[src/hdl/sfs_pkg.sv]
// ----------------------------------------------------------------------------
// sfs_pkg
// Types, constants and helpers shared by the sprite frame sequencer.
// ----------------------------------------------------------------------------
`default_nettype none

package sfs_pkg;

  localparam int unsigned ROWS             = 10;
  localparam int unsigned FRAME_COUNT_BITS = 6;

  localparam int unsigned FRAME_W   = 6;
  localparam int unsigned ROW_W     = 4;
  localparam int unsigned ALPHA_W   = 8;
  localparam int unsigned TIME_W    = 32;
  localparam int unsigned PERIOD_W  = 16;
  localparam int unsigned FCOUNTS_W = 60;
  localparam int unsigned NF_W      = 8;

  localparam int unsigned CFG_IDX_W  = 3;
  localparam int unsigned CFG_DATA_W = 60;

  localparam logic [CFG_IDX_W-1:0] REG_FRAME_PERIOD = 3'd0;
  localparam logic [CFG_IDX_W-1:0] REG_OSCILLATE    = 3'd1;
  localparam logic [CFG_IDX_W-1:0] REG_WRAP_ROWS    = 3'd2;
  localparam logic [CFG_IDX_W-1:0] REG_FADE_MODE    = 3'd3;
  localparam logic [CFG_IDX_W-1:0] REG_ROW_COUNT    = 3'd4;
  localparam logic [CFG_IDX_W-1:0] REG_FRAME_COUNTS = 3'd5;

  localparam logic OP_TICK  = 1'b0;
  localparam logic OP_START = 1'b1;

  localparam logic [PERIOD_W-1:0] PERIOD_RESET    = 16'd50;
  localparam logic [ROW_W-1:0]    ROW_COUNT_RESET = 4'd1;

  localparam logic [ALPHA_W-1:0] ALPHA_FULL = 8'hFF;
  localparam int unsigned        FADE_SHIFT = 7;

  // divider: numerator holds nf * 128 + count - 1, two quotient bits a cycle
  localparam int unsigned DIV_NUM_W     = 14;
  localparam int unsigned DIV_DEN_W     = FRAME_COUNT_BITS;
  localparam int unsigned DIV_BITS_STEP = 2;
  localparam int unsigned DIV_CYCLES    = DIV_NUM_W / DIV_BITS_STEP;
  localparam int unsigned DIV_CNT_W     = $clog2(DIV_CYCLES);

  localparam int unsigned IN_TDATA_W  = 40;
  localparam int unsigned OUT_TDATA_W = 24;

  typedef struct packed {
    logic [PERIOD_W-1:0]  frame_period_ms;
    logic                 oscillate_mode;
    logic                 wrap_rows;
    logic                 fade_mode;
    logic [ROW_W-1:0]     row_count;
    logic [FCOUNTS_W-1:0] frame_counts;
  } cfg_t;

  typedef struct packed {
    logic              opcode;
    logic [TIME_W-1:0] now_ms;
    logic [ROW_W-1:0]  start_row;
    logic              loop_request;
  } item_t;

  typedef struct packed {
    logic [TIME_W-1:0]  last_step_time;
    logic [FRAME_W-1:0] frame_index;
    logic [ROW_W-1:0]   row_index;
    logic               going_down;
    logic               animating;
    logic               loop_flag;
  } anim_state_t;

  typedef struct packed {
    logic                 stepped;
    logic                 finished;
    logic                 alpha_valid;
    logic                 alpha_full;
    logic                 div_req;
    logic [DIV_NUM_W-1:0] numer;
    logic [DIV_DEN_W-1:0] denom;
  } step_info_t;

  function automatic logic [FRAME_COUNT_BITS-1:0] count_of(
    input logic [FCOUNTS_W-1:0] counts,
    input logic [ROW_W-1:0]     row
  );
    logic [FRAME_COUNT_BITS-1:0] res;
    res = '0;
    for (int i = 0; i < ROWS; i++) begin
      if (row == ROW_W'(i) && (i + 1) * FRAME_COUNT_BITS <= FCOUNTS_W) begin
        res = counts[i*FRAME_COUNT_BITS +: FRAME_COUNT_BITS];
      end
    end
    return res;
  endfunction

endpackage

`default_nettype wire

[src/hdl/sprite_frame_sequencer.sv]
// ----------------------------------------------------------------------------
// sprite_frame_sequencer
// Sprite animation sequencer: advances frame and row on time ticks, derives
// a fade alpha, and returns one status word for every input word.
// ----------------------------------------------------------------------------
// Usage:
//   s_axis carries one word per tick or start; tuser is the opcode (tick or
//   start), tdata holds now_ms, start_row and loop_request.
//   m_axis returns one status word per input word: frame, row, alpha,
//   alpha_valid, stepped, finished and running.
//   cfg writes one register per handshake; cfg_ready_o is always high.
//   Write configuration only while no word is in flight.
// Word flow:
//   An accepted word is registered, its next state is computed in the CALC
//   state and its status word is written to the output register from the
//   OUT state; the next word is taken only after that, back in idle. A fade
//   step adds the iterative divider (DIV state) between CALC and OUT. The
//   divider yields two quotient bits a cycle.
//   s_axis_tready is high only while the sequencer is idle.
// Reset: registers take their reset values, animation stopped, loop set.
// Stall: the output register holds its word while m_axis_tready is low; the
//   next input word is still taken and its result waits in the sequencer.
// ----------------------------------------------------------------------------
`default_nettype none

module sprite_frame_sequencer (
  input  wire logic                            clk_i,
  input  wire logic                            rst_ni,
  // cfg
  input  wire logic                            cfg_valid_i,
  output logic                                 cfg_ready_o,
  input  wire logic [sfs_pkg::CFG_IDX_W-1:0]   cfg_index_i,
  input  wire logic [sfs_pkg::CFG_DATA_W-1:0]  cfg_data_i,
  // input stream
  input  wire logic                            s_axis_tvalid,
  output logic                                 s_axis_tready,
  // now_ms[31:0], start_row[35:32], loop_request[36], zero fill
  input  wire logic [sfs_pkg::IN_TDATA_W-1:0]  s_axis_tdata,
  // opcode[0]
  input  wire logic                            s_axis_tuser,
  // output stream
  output logic                                 m_axis_tvalid,
  input  wire logic                            m_axis_tready,
  // frame[5:0], row[9:6], alpha[17:10], alpha_valid[18], stepped[19],
  // finished[20], running[21], zero fill
  output logic [sfs_pkg::OUT_TDATA_W-1:0]      m_axis_tdata
);
  import sfs_pkg::*;

  typedef enum logic [1:0] {
    ST_IDLE,
    ST_CALC,
    ST_DIV,
    ST_OUT
  } state_e;

  state_e      state_q;
  cfg_t        cfg_q;
  item_t       item_q;
  anim_state_t anim_q;
  step_info_t  info_q;
  anim_state_t anim_nxt;
  step_info_t  info_nxt;

  logic                     out_valid_q;
  logic [OUT_TDATA_W-1:0]   out_data_q;
  logic                     in_fire;
  logic                     div_start;
  logic                     div_done;
  logic [DIV_NUM_W-1:0]     div_quot;
  logic [ALPHA_W-1:0]       alpha;
  logic                     out_free;

  assign cfg_ready_o   = 1'b1;
  assign s_axis_tready = (state_q == ST_IDLE);
  assign in_fire       = s_axis_tvalid && s_axis_tready;
  assign out_free      = !out_valid_q || m_axis_tready;
  assign div_start     = (state_q == ST_CALC) && info_nxt.div_req;

  sfs_step u_step (
    .cfg_i  (cfg_q),
    .item_i (item_q),
    .cur_i  (anim_q),
    .nxt_o  (anim_nxt),
    .info_o (info_nxt)
  );

  sfs_div u_div (
    .clk_i   (clk_i),
    .rst_ni  (rst_ni),
    .start_i (div_start),
    .numer_i (info_nxt.numer),
    .denom_i (info_nxt.denom),
    .done_o  (div_done),
    .quot_o  (div_quot)
  );

  always_comb begin
    if (!info_q.alpha_valid) begin
      alpha = '0;
    end else if (info_q.alpha_full) begin
      alpha = ALPHA_FULL;
    end else if (div_quot > DIV_NUM_W'(ALPHA_FULL)) begin
      alpha = '0;
    end else begin
      alpha = ALPHA_W'(ALPHA_FULL - div_quot[ALPHA_W-1:0]);
    end
  end

  always_ff @(posedge clk_i or negedge rst_ni) begin
    if (!rst_ni) begin
      cfg_q.frame_period_ms <= PERIOD_RESET;
      cfg_q.oscillate_mode  <= 1'b0;
      cfg_q.wrap_rows       <= 1'b0;
      cfg_q.fade_mode       <= 1'b0;
      cfg_q.row_count       <= ROW_COUNT_RESET;
      cfg_q.frame_counts    <= '0;
    end else if (cfg_valid_i) begin
      case (cfg_index_i)
        REG_FRAME_PERIOD: cfg_q.frame_period_ms <= cfg_data_i[PERIOD_W-1:0];
        REG_OSCILLATE:    cfg_q.oscillate_mode  <= cfg_data_i[0];
        REG_WRAP_ROWS:    cfg_q.wrap_rows       <= cfg_data_i[0];
        REG_FADE_MODE:    cfg_q.fade_mode       <= cfg_data_i[0];
        REG_ROW_COUNT:    cfg_q.row_count       <= cfg_data_i[ROW_W-1:0];
        REG_FRAME_COUNTS: cfg_q.frame_counts    <= cfg_data_i[FCOUNTS_W-1:0];
        default: ;
      endcase
    end
  end

  always_ff @(posedge clk_i or negedge rst_ni) begin
    if (!rst_ni) begin
      state_q               <= ST_IDLE;
      item_q                <= '0;
      anim_q.last_step_time <= '0;
      anim_q.frame_index    <= '0;
      anim_q.row_index      <= '0;
      anim_q.going_down     <= 1'b0;
      anim_q.animating      <= 1'b0;
      anim_q.loop_flag      <= 1'b1;
      info_q                <= '0;
      out_valid_q           <= 1'b0;
      out_data_q            <= '0;
    end else begin
      if ((state_q == ST_OUT) && out_free) begin
        out_valid_q <= 1'b1;
      end else if (m_axis_tready) begin
        out_valid_q <= 1'b0;
      end
      case (state_q)
        ST_IDLE: begin
          if (in_fire) begin
            item_q.opcode       <= s_axis_tuser;
            item_q.now_ms       <= s_axis_tdata[TIME_W-1:0];
            item_q.start_row    <= s_axis_tdata[TIME_W +: ROW_W];
            item_q.loop_request <= s_axis_tdata[TIME_W+ROW_W];
            state_q             <= ST_CALC;
          end
        end
        ST_CALC: begin
          anim_q  <= anim_nxt;
          info_q  <= info_nxt;
          state_q <= info_nxt.div_req ? ST_DIV : ST_OUT;
        end
        ST_DIV: begin
          if (div_done) begin
            state_q <= ST_OUT;
          end
        end
        ST_OUT: begin
          if (out_free) begin
            out_data_q  <= {2'b00, anim_q.animating, info_q.finished, info_q.stepped,
                            info_q.alpha_valid, alpha, anim_q.row_index,
                            anim_q.frame_index};
            state_q     <= ST_IDLE;
          end
        end
        default: state_q <= ST_IDLE;
      endcase
    end
  end

  assign m_axis_tvalid = out_valid_q;
  assign m_axis_tdata  = out_data_q;

`ifndef SYNTHESIS
  a_alpha_zero: assert property (@(posedge clk_i) disable iff (!rst_ni)
    (m_axis_tvalid && !m_axis_tdata[18]) |-> (m_axis_tdata[17:10] == '0))
    else $error("alpha set without alpha_valid");

  a_finished_home: assert property (@(posedge clk_i) disable iff (!rst_ni)
    (m_axis_tvalid && m_axis_tdata[20]) |->
      (!m_axis_tdata[21] && m_axis_tdata[9:0] == '0))
    else $error("finished word not at row 0 frame 0 stopped");

  a_busy_after_accept: assert property (@(posedge clk_i) disable iff (!rst_ni)
    in_fire |=> !s_axis_tready)
    else $error("input taken again before the word was processed");

  a_div_done_state: assert property (@(posedge clk_i) disable iff (!rst_ni)
    div_done |-> (state_q == ST_DIV))
    else $error("divider finished outside the divide state");
`endif

endmodule

`default_nettype wire

[src/hdl/sfs_div.sv]
// ----------------------------------------------------------------------------
// sfs_div
// Iterative restoring divider for the fade alpha, two quotient bits a cycle.
// ----------------------------------------------------------------------------
`default_nettype none

module sfs_div (
  input  wire logic                          clk_i,
  input  wire logic                          rst_ni,
  input  wire logic                          start_i,
  input  wire logic [sfs_pkg::DIV_NUM_W-1:0] numer_i,
  input  wire logic [sfs_pkg::DIV_DEN_W-1:0] denom_i,
  output logic                               done_o,
  output logic [sfs_pkg::DIV_NUM_W-1:0]      quot_o
);
  import sfs_pkg::*;

  logic                 busy_q, busy_d;
  logic                 done_q, done_d;
  logic [DIV_CNT_W-1:0] cnt_q, cnt_d;
  logic [DIV_DEN_W-1:0] rem_q, rem_d;
  logic [DIV_DEN_W-1:0] den_q, den_d;
  logic [DIV_NUM_W-1:0] num_q, num_d;
  logic [DIV_NUM_W-1:0] quot_q, quot_d;

  logic [DIV_DEN_W:0]   r1, r2;
  logic [DIV_DEN_W-1:0] r1s, r2s;
  logic                 ge1, ge2;

  always_comb begin
    r1  = {rem_q, num_q[DIV_NUM_W-1]};
    ge1 = r1 >= {1'b0, den_q};
    r1s = ge1 ? DIV_DEN_W'(r1 - {1'b0, den_q}) : r1[DIV_DEN_W-1:0];
    r2  = {r1s, num_q[DIV_NUM_W-2]};
    ge2 = r2 >= {1'b0, den_q};
    r2s = ge2 ? DIV_DEN_W'(r2 - {1'b0, den_q}) : r2[DIV_DEN_W-1:0];

    busy_d = busy_q;
    done_d = 1'b0;
    cnt_d  = cnt_q;
    rem_d  = rem_q;
    den_d  = den_q;
    num_d  = num_q;
    quot_d = quot_q;
    if (start_i) begin
      busy_d = 1'b1;
      cnt_d  = '0;
      rem_d  = '0;
      den_d  = denom_i;
      num_d  = numer_i;
      quot_d = '0;
    end else if (busy_q) begin
      rem_d  = r2s;
      num_d  = {num_q[DIV_NUM_W-DIV_BITS_STEP-1:0], {DIV_BITS_STEP{1'b0}}};
      quot_d = {quot_q[DIV_NUM_W-DIV_BITS_STEP-1:0], ge1, ge2};
      cnt_d  = DIV_CNT_W'(cnt_q + 1'b1);
      if (cnt_q == DIV_CNT_W'(DIV_CYCLES - 1)) begin
        busy_d = 1'b0;
        done_d = 1'b1;
      end
    end
  end

  always_ff @(posedge clk_i or negedge rst_ni) begin
    if (!rst_ni) begin
      busy_q <= 1'b0;
      done_q <= 1'b0;
      cnt_q  <= '0;
    end else begin
      busy_q <= busy_d;
      done_q <= done_d;
      cnt_q  <= cnt_d;
    end
  end

  always_ff @(posedge clk_i) begin
    rem_q  <= rem_d;
    den_q  <= den_d;
    num_q  <= num_d;
    quot_q <= quot_d;
  end

  assign done_o = done_q;
  assign quot_o = quot_q;

endmodule

`default_nettype wire

[src/hdl/sfs_step.sv]
// ----------------------------------------------------------------------------
// sfs_step
// Next animation state for one word: start handling, time compare, frame
// advance, turns, row wrapping and the fade division request.
// ----------------------------------------------------------------------------
`default_nettype none

module sfs_step (
  input  wire sfs_pkg::cfg_t        cfg_i,
  input  wire sfs_pkg::item_t       item_i,
  input  wire sfs_pkg::anim_state_t cur_i,
  output sfs_pkg::anim_state_t      nxt_o,
  output sfs_pkg::step_info_t       info_o
);
  import sfs_pkg::*;

  logic [FRAME_COUNT_BITS-1:0] cnt;
  logic [TIME_W-1:0]           elapsed;
  logic [NF_W-1:0]             nf;
  logic                        neg;
  logic                        row_end;
  logic [ROW_W-1:0]            row_inc;

  always_comb begin
    cnt     = count_of(cfg_i.frame_counts, cur_i.row_index);
    elapsed = item_i.now_ms - cur_i.last_step_time;
    neg     = cur_i.going_down && (cur_i.frame_index == '0);
    nf      = cur_i.going_down ? NF_W'({2'b00, cur_i.frame_index} - 8'd1)
                               : NF_W'({2'b00, cur_i.frame_index} + 8'd1);
    row_end = neg || nf[FRAME_W] || (nf[FRAME_W-1:0] >= cnt);
    row_inc = ROW_W'(cur_i.row_index + 1'b1);

    nxt_o              = cur_i;
    info_o             = '0;
    info_o.denom       = cnt;
    info_o.numer       = DIV_NUM_W'({nf[FRAME_W:0], {FADE_SHIFT{1'b0}}})
                       + DIV_NUM_W'(cnt) - DIV_NUM_W'(1);

    if (item_i.opcode == OP_START) begin
      nxt_o.row_index    = item_i.start_row;
      nxt_o.frame_index  = '0;
      nxt_o.animating    = 1'b1;
      nxt_o.loop_flag    = item_i.loop_request;
      info_o.alpha_valid = 1'b1;
      info_o.alpha_full  = 1'b1;
    end else if (elapsed >= {{(TIME_W-PERIOD_W){1'b0}}, cfg_i.frame_period_ms}) begin
      info_o.stepped       = 1'b1;
      nxt_o.last_step_time = item_i.now_ms;
      if (cur_i.animating) begin
        if (cfg_i.fade_mode && cnt != '0) begin
          info_o.alpha_valid = 1'b1;
          info_o.alpha_full  = neg;
          info_o.div_req     = !neg;
        end
        if (cfg_i.oscillate_mode) begin
          if (!cur_i.going_down) begin
            if (nf >= {2'b00, cnt}) begin
              nxt_o.frame_index = (cnt == '0) ? '0 : FRAME_W'(cnt - 1'b1);
              nxt_o.going_down  = 1'b1;
            end else begin
              nxt_o.frame_index = nf[FRAME_W-1:0];
            end
          end else if (cur_i.frame_index <= FRAME_W'(1)) begin
            nxt_o.frame_index = '0;
            nxt_o.going_down  = 1'b0;
            nxt_o.animating   = cur_i.loop_flag;
          end else begin
            nxt_o.frame_index = nf[FRAME_W-1:0];
          end
        end else if (row_end) begin
          nxt_o.frame_index = '0;
          if (cfg_i.wrap_rows) begin
            if (row_inc >= cfg_i.row_count) begin
              nxt_o.row_index = '0;
              nxt_o.animating = cur_i.loop_flag;
              info_o.finished = !cur_i.loop_flag;
            end else begin
              nxt_o.row_index = row_inc;
            end
          end else begin
            nxt_o.animating = cur_i.loop_flag;
            if (!cur_i.loop_flag) begin
              nxt_o.row_index = '0;
              info_o.finished = 1'b1;
            end
          end
        end else begin
          nxt_o.frame_index = nf[FRAME_W-1:0];
        end
      end
    end
  end

endmodule

`default_nettype wire

[config.mk]
export PLATFORM = sky130hd
export DESIGN_NAME = sprite_frame_sequencer
export DESIGN_NICKNAME = d
export VERILOG_FILES = /design/src/hdl/sfs_pkg.sv /design/src/hdl/sprite_frame_sequencer.sv /design/src/hdl/sfs_div.sv /design/src/hdl/sfs_step.sv
export SDC_FILE = /design/constraint.sdc
export NUM_CORES = 1
export LEC_CHECK = 0
export BUFFER_PORTS_ARGS = -buffer_cell sky130_fd_sc_hd__buf_4
export CORE_MARGIN = 5
export CORE_UTILIZATION = 55
export DETAILED_ROUTE_END_ITERATION = 7
export PLACE_DENSITY = 0.77
export SYNTH_ARGS = -nofsm -noshare
export SYNTH_HDL_FRONTEND = slang
export SYNTH_HIERARCHICAL = 1
export SYNTH_SLANG_ARGS = --single-unit
[constraint.sdc]
create_clock -name clk_i -period 5.66 [get_ports clk_i]
set_clock_uncertainty 0.1 [all_clocks]
set_input_delay 0.283 -clock clk_i [delete_from_list [all_inputs] [get_ports clk_i]]
set_output_delay 0.283 -clock clk_i [all_outputs]
set_load 0.02 [all_outputs]
==> results.cfg <==
[route]
ant_nets = 0
via_per_inst = 6.03
drc_errors = 0
drt-total-wl_um = 38600
drt_first_pass_iters = 6
wire_per_inst_um = 19.3
vias = 12000
drtIter0Drc = 961

[yosys]
async_flop_share_pct = 83.3
synth-main-ff-cell = dfrtp_1
yosysSeqAreaShare_pct = 40.4
synth.distinct_cells = 99
synth_area_sq_um = 14900
syn_area_per_cell_sq_um = 10.4
synth_seq_cells = 240
synth_edf_count = 20
yosysWarningCount = 6
synthCells = 1431

[grt]
grt_overflow = 0
antenna_found_initial = 0
grt_pass1_vias = 12200
grt_use_total_pct = 25.2
grt_pass1_wl_um = 63500
grt_max_degree = 77

[finish]
area_growth_syn_to_layout_pct = 21.0
drive_gt1_share_pct = 28.6
final_area_sq_um = 18000
mostFrequentLayoutCells = mux2_2 (204), dfrtp_1 (195), buf_4 (146), dlygate4sd3_1 (100), inv_1 (96)
layout_commonest_cell = mux2_2
final_nets = 1831
fillers = 1936
stdcell_count = 1996
antenna_cells = 0

[clock_network]
numCtsBuffers = 27
clockBufferDepth = 3
cts_root_buf = clkbuf_16
path_clk_slew_ns = 0.06
cts_tree = yes
htreeDepth = 1
clk_latency_ns = 0.54
cts.sinks = 240

[sta]
finalCriticalPeriod_ns = 5.38
fmax_mhz = 186
timing.hold.ws_ns = 0.0547
fin_crit_sh_pct = 95.0
final-setup-viol-count = 0
hold_viol_final = 0
drv_slew = 0
worst_pin_slew_ns = 1.16
relSlewSlack_pct = 22.5

[worst_setup_path]
path_buf_inv = 3
r2r_start = item_q[5]$_DFFE_PN0P_
crit_path_frequent_cell = nand2_1
critPathTopFamily = simple AND/OR/NAND/NOR gates
reg2reg_depth = 25
crit_type = flip-flop to flip-flop
r2r_slack_ns = 0.28
start_kind = flip-flop
arrival_ns = 5.56
critPathSlowestCell = fa_1
crit_fanout = 19
critPathRequiredTime_ns = 5.84
end_kind = flip-flop
cpPeakStageDelay_ns = 0.45
r2r-end = u_div/num_q[2]$_DFFE_PP_

[pwr]
vdd_drop_max_v = 0.000404
power.static_leakage_uw = 0.00794
power.density_nw_per_um2 = 708
finalPower_uw = 12800

[die]
start_util_pct = 55.6
fp.coreArea_sq_um = 26800
die-width_um = 175
dieArea_sq_um = 30500
rows = 60
fp.dieH_um = 175
boundaryPins = 136

[placement]
dp_hpwl_um = 25700
placed_area_sq_um = 16000
io_buffer_count = 129
dp.cells = 1846
place.gp.congestion = 0.907

[job]
maxCapViolations = 0

[run_status]
status = completed

[hold_path]
worstHoldEndpoint = cfg_q[64]$_DFFE_PN0P_
hold_start = cfg_valid_i
worstHoldPathType = input pin to flip-flop
hold_depth = 3
==> logic make-up (layout without fill, tap and decap cells) <==
kind of cell / count (synthesis) / count (layout) / share of synthesized area (%)
simple gates: 355 / 355 / 12.4
compound gates: 307 / 307 / 15.2
flops: 240 / 240 / 40.4
mux: 225 / 225 / 16.9
buf+inv: 172 / 395 / 5.07
fa+ha+maj: 88 / 88 / 7.54
xor+xnor: 42 / 42 / 2.47
other cells: 2 / 3 / 0.0504
==> routing by layer <==
metal / vias to the layer above / GRT usage, % / wire length (um)
li1: 5597 / - / -
met1: 5856 / 32.7 / 15800
met2: 458 / 42.3 / 18800
met3: 121 / 3.26 / 2140
met4: 0 / 11.2 / 1790
met5: - / 0 / 0
==> area by class of cell <==
class | instances | area [sq um] | area share (%)
Inverter | 98 | 368 | 2.04
Sequential cell | 240 | 6010 | 33.4
Timing Repair Buffer | 247 | 2110 | 11.7
Multi-Input combinational cell | 1020 | 8140 | 45.2
Clock buffer | 38 | 831 | 4.61
Clock inverter | 12 | 130 | 0.722
Tap cell | 341 | 427 | 2.37
==> Yosys cell counts, drive strengths merged (19+ instances only) <==
| master | n | area share (%) |
|---|---|---|
| mux2i | 19 | 1.3 |
| clkbuf | 28 | 0.71 |
| inv | 98 | 2.5 |
| xnor2 | 24 | 1.4 |
| ha | 85 | 7.1 |
| nand2 | 83 | 2.1 |
| o21ai | 70 | 3.1 |
| mux2 | 206 | 16 |
| dfrtp | 195 | 33 |
| buf | 46 | 1.9 |
| a21oi | 81 | 2.8 |
| edfxtp | 20 | 4.0 |
| nand2b | 21 | 0.88 |
| nor3 | 26 | 0.87 |
| dfxtp | 20 | 2.7 |
| nor2 | 77 | 2.0 |
| a211oi | 21 | 1.2 |
| nand3 | 56 | 1.9 |
==> power breakdown <==
part / internal [uW] / switching, uW / total [uW]
clock network: 1120 / 724 / 1840
registers: 2470 / 619 / 3080
logic: 3390 / 4430 / 7830
total: 6980 / 5770 / 12800
==> sequential cells by signal (all words and copies together), names as in the netlist, 2 cells and up <==
register and flops:
u_div/quot_o 14, u_div/cnt_q 3, u_div/den_q 6, cfg_q 83, u_div/rem_q 6, item_q 38, state_q 2, info_q 4
m_axis_tdata 22, anim_q 45, u_div/num_q 14
==> worst register-to-register path, delay by kind of cell, from the launching register on <==
family,cells,cell delay [ns]
and+or+nand+nor,10,1.66
AOI/OAI and AO/OA,7,1.28
adders and majority gates,3,0.91
DFF,1,0.39
buffers and inverters,3,0.36
muxes,1,0.30
xor gates and xnor gates,1,0.12
==> worst max path at each step <==
stage	cells past startpoint	slack [ns]	startpoint	endpoint
CTS	25	0.18	item_q[5]$_DFFE_PN0P_	u_div/num_q[2]$_DFFE_PP_
detailed placement	25	0.23	item_q[5]$_DFFE_PN0P_	u_div/num_q[13]$_DFFE_PP_
floorplan	26	0.45	item_q[5]$_DFFE_PN0P_	u_div/num_q[0]$_SDFFCE_PN0P_
finish	25	0.28	item_q[5]$_DFFE_PN0P_	u_div/num_q[2]$_DFFE_PP_
global placement	25	0.41	item_q[5]$_DFFE_PN0P_	u_div/num_q[2]$_DFFE_PP_
global route	26	-0.0006	item_q[5]$_DFFE_PN0P_	u_div/rem_q[4]$_SDFFE_PP0P_
==> metrics by stage <==
step	TNS [ns]	worst slack (ns)	utilization, %
floorplan	0	0.450	-
global placement	0	0.407	59.9
detailed placement	0	0.229	59.9
CTS	0	0.180	67.2
global route	-0.000645	-0.000645	67.2
finish	0	0.280	67.2
==> repair_timing <==
item	4_1_cts	5_1_grt
hold endpoints to repair	196	0
setup buffers	0	0
hold buffers	100	0
gates resized for setup	0	3
endpoints found under the setup margin	0	25
Power figures use the tool's default switching activity.
